File: config.mk
export PLATFORM = sky130hd
export DESIGN_NAME = stk_cell
export DESIGN_NICKNAME = d
export VERILOG_FILES = /design/src/rtl/stk_pkg.sv /design/src/rtl/stk_cell.sv
export SDC_FILE = /design/constraint.sdc
export NUM_CORES = 1
export LEC_CHECK = 0
export ABC_AREA = 1
export BUFFER_PORTS_ARGS = -buffer_cell sky130_fd_sc_hd__buf_2
export CAP_MARGIN = 20
export CORE_AREA = 5 5 93 95
export DETAILED_ROUTE_END_ITERATION = 8
export DIE_AREA = 0 0 98 100
export GPL_TIMING_DRIVEN = 0
export PLACE_DENSITY = 0.8
export SYNTH_ARGS = -nofsm -noshare
export SYNTH_HDL_FRONTEND = slang
export SYNTH_SLANG_ARGS = --single-unit
File: constraint.sdc
create_clock -name clk -period 5.1 [get_ports clk]
set_input_delay 1.02 -clock clk [delete_from_list [all_inputs] [get_ports clk]]
set_output_delay 1.02 -clock clk [all_outputs]
set_load 0.05 [all_outputs]
File: src/rtl/stk_pkg.sv
package stk_pkg;

  localparam int KEY_W     = 32;
  localparam int HANDLE_W  = 16;
  localparam int POS_W     = 8;
  localparam int CMD_W     = 2;
  localparam int STATUS_W  = 2;
  localparam int COUNT_W   = 7;
  localparam int IN_DATA_W  = 56;
  localparam int OUT_DATA_W = 56;
  // cells per first-level read group
  localparam int GROUP     = 8;

  localparam logic [CMD_W-1:0] CMD_INSERT = 2'd0;
  localparam logic [CMD_W-1:0] CMD_READ   = 2'd1;
  localparam logic [CMD_W-1:0] CMD_REMOVE = 2'd2;

  localparam logic [STATUS_W-1:0] ST_OK      = 2'd0;
  localparam logic [STATUS_W-1:0] ST_FULL    = 2'd1;
  localparam logic [STATUS_W-1:0] ST_BAD_POS = 2'd2;

  typedef struct packed {
    logic signed [KEY_W-1:0] key;
    logic [HANDLE_W-1:0]     handle;
  } entry_t;

  typedef struct packed {
    logic ins;   // insert this cycle
    logic occ;   // cell holds a stored entry
    logic pull;  // remove: take the right neighbor's entry
  } cell_ctl_t;

endpackage

File: src/rtl/stk_cell.sv
module stk_cell
  import stk_pkg::*;
(
  input  logic      clk,
  input  cell_ctl_t ctl,
  input  entry_t    new_ent,
  input  entry_t    left_ent,
  input  entry_t    right_ent,
  input  logic      left_gt,
  output logic      gt,
  output entry_t    q
);

  assign gt = ctl.occ && ($signed(q.key) > $signed(new_ent.key));

  always_ff @(posedge clk) begin
    if (ctl.ins) begin
      // left neighbor is greater: everything here moves one place up
      if (left_gt) begin
        q <= left_ent;
      end else if (gt || !ctl.occ) begin
        q <= new_ent;
      end
    end else if (ctl.pull) begin
      q <= right_ent;
    end
  end

endmodule

==> results.sh <==
export IMPL_status="complete, no violations"
export IMPL_final_cell_count_no_fill=718
export IMPL_syn_nets=591
export IMPL_grt_usage_pct=21.0
export IMPL_grt_max_degree=29
export IMPL_end_kind="output port"
export IMPL_synth_cell_types=23
export IMPL_cp_required_ns=4.08
export IMPL_syn2layout_area_growth_pct=38.0
export IMPL_post_route_period_util_pct=73.5
export IMPL_clk_pin_slew_ns=0.09
export IMPL_place_inst=710
export IMPL_post_drt_wl_per_cell_microns=14.8
export IMPL_setup_tns_ns=0
export IMPL_place_area_sq_um=4430
export IMPL_vdd_drop_max_mv=0.112
export IMPL_diodes=0
export IMPL_fmax_mhz=267
export IMPL_antenna_found_initial=0
export IMPL_critPathArrivalTime_ns=2.73
export IMPL_die_w_microns=98
export IMPL_ys_seq_area_share_pct=43.9
export IMPL_path_cells="buf_2, inv_1, ha_1, nand2_1, nor2_1, nand3_2, nor3b_2, nand2_1, nand3_1, nand3_2, nor2_1, buf_2"
export IMPL_cts_buffers=5
export IMPL_clock_sinks=48
export IMPL_worstHoldPathCells=3
export IMPL_initial_utilization_pct=43.0
export IMPL_place_gp_congestion=0.891
export IMPL_maxCapViolCount=0
export IMPL_hold_end="q[43]"
export IMPL_worstMarginPinSlew_ns=0.742
export IMPL_fillCellCount=704
export IMPL_slew_viol_final=0
export IMPL_via_per_inst=4.99
export IMPL_clockBufferDepth=2
export IMPL_std_cell_rows=32
export IMPL_cp_start_kind="input pin"
export IMPL_cts_root_buf="clkbuf_8"
export IMPL_dr_pass1_iters=6
export IMPL_synth_ff_latch_count=48
export IMPL_layout_drive_gt1_share_pct=35.1
export IMPL_post_route_util_pct=59.3
export IMPL_power_density_nw_per_um2=272
export IMPL_cts_setup_buffers=0
export IMPL_r2r_start="q[39]"
export IMPL_path_class="in2out"
export IMPL_layout_min_cycle_time_ns=3.75
export IMPL_clk_latency_ns=0.30
export IMPL_fin_worst_skew_ns=0.00429
export IMPL_die_area_sq_um=9800
export IMPL_cts_tree="yes"
export IMPL_final_cell_mix="201 x buf_2, 86 x o21ai_0, 83 x nand2_1, 57 x nor2_1, 48 x edfxtp_1"
export IMPL_postCtsHoldBufs=0
export IMPL_cts_resized=0
export IMPL_yosysWarnings=0
export IMPL_fin_area_sq_um=4530
export IMPL_layout_commonest_cell="buf_2"
export IMPL_wirelength_microns=10600
export IMPL_power_leakage_uw=0.00233
export IMPL_grt_pass1_wl_microns=16900
export IMPL_dr_total_vias=3584
export IMPL_largest_register_ffs=48
export IMPL_cp_slowest_cell="ha_1"
export IMPL_drtAntennaViolNets=0
export IMPL_io_buffers=197
export IMPL_synth_area_sq_um=3290
export IMPL_crit_buf_inv=3
export IMPL_core_sq_um=7650
export IMPL_dr_first_iter_drc_count=166
export IMPL_min_delay_start="right_ent[43]"
export IMPL_regMostFlops="q"
export IMPL_crit_start="new_ent[39]"
export IMPL_path_max_fanout=2
export IMPL_slowest_delay_ns=0.30
export IMPL_reg_largest_list="q: 48 flops"
export IMPL_drc_errors=0
export IMPL_avgSynthCellArea_sq_um=8.01
export IMPL_setup_viol=0
export IMPL_io_pin_count=198
export IMPL_rsz0062_at_grt="false"
export IMPL_synth_cells=410
export IMPL_htreeDepth=2
export IMPL_hpwl_microns=8900
export IMPL_grt_pass1_vias=3726
export IMPL_hp_class="in2reg"
export IMPL_max_slew_margin_pct=50.4
export IMPL_holdWs_ns=0.995
export IMPL_worstSetupPathDepth=12
export IMPL_dieHeight_microns=100
export IMPL_timing_reg2reg_setup_slack_ns=2.25
export IMPL_rr_worst_depth=10
export IMPL_final_net_count=796
export IMPL_grt_ovfl_total=0
export IMPL_crit_family="simple AND/OR/NAND/NOR gates"
export IMPL_reg2reg_to="q[23]"
export IMPL_final_hold_viol_count=0
## cell usage after synthesis, drive strengths merged
cell | number | share of area (%)
nor2 | 58 | 6.7
inv | 43 | 4.9
ha | 32 | 12
nor3 | 2 | 0.30
nand2 | 84 | 9.7
nand4 | 2 | 0.38
o21ai | 98 | 15
clkbuf | 14 | 1.6
nor3b | 1 | 0.38
buf | 6 | 1.1
nand3 | 4 | 0.91
a21o | 1 | 0.23
a21oi | 15 | 2.4
o21a | 2 | 0.46
edfxtp | 48 | 44
## worst max-delay path by stage
stage,end
2_1_floorplan,q[0]
3_3_place_gp,q[23]
3_5_place_dp,gt
4_1_cts,gt
5_1_grt,gt
6_report,gt
## layout make-up
type / instances / area, sq um / area share [%]
buffer: 20 / 87.6 / 1.93
clock buffer: 5 / 68.8 / 1.52
clock inverter: 3 / 37.5 / 0.828
inverter: 43 / 161 / 3.56
multi-input combinational: 299 / 1600 / 35.4
sequential: 48 / 1440 / 31.8
tap: 102 / 128 / 2.82
timing repair buffer: 198 / 1010 / 22.2
## routing by layer
metal / GRT usage, % / wire, microns
met1: 22.7 / 3950
met2: 40.4 / 5580
met3: 4.59 / 859
met4: 6.92 / 225
met5: 0 / 0
## power by group
| part | switching (uW) | internal (uW) | leakage [uW] |
|---|---|---|---|
| Combinational | 312 | 138 | 0.00178 |
| Sequential | 19.6 | 489 | 0.000492 |
| Clock | 131 | 143 | 0.0000532 |
## cells by family after synthesis
family                     Yosys count  synth area share (%)
DFF                                 48                  43.9
adders and majority gates           32                  12.2
buffers and inverters               63                  7.58
and+or+nand+nor                    151                  18.4
AOI/OAI and AO/OA                  116                  18.0
## worst register-to-register path: stages (launching register included)
cell      delay (ns)
edfxtp_1        0.41
ha_1            0.32
nand2_1         0.09
nor2_1          0.18
nand3_2         0.09
nor3b_2         0.23
nand2_1         0.10
nand3_1         0.09
nand3_2         0.13
a21oi_4         0.63
buf_12          0.28
## metrics by stage
stage,total power [uW],setup slack [ns]
after CTS,1240,1.32
after global routing,1300,1.16
after detailed placement,970,1.33
after global placement,952,0.283
after floorplan,814,1.20
final,1230,1.35
(Power assumes the default switching activity.)
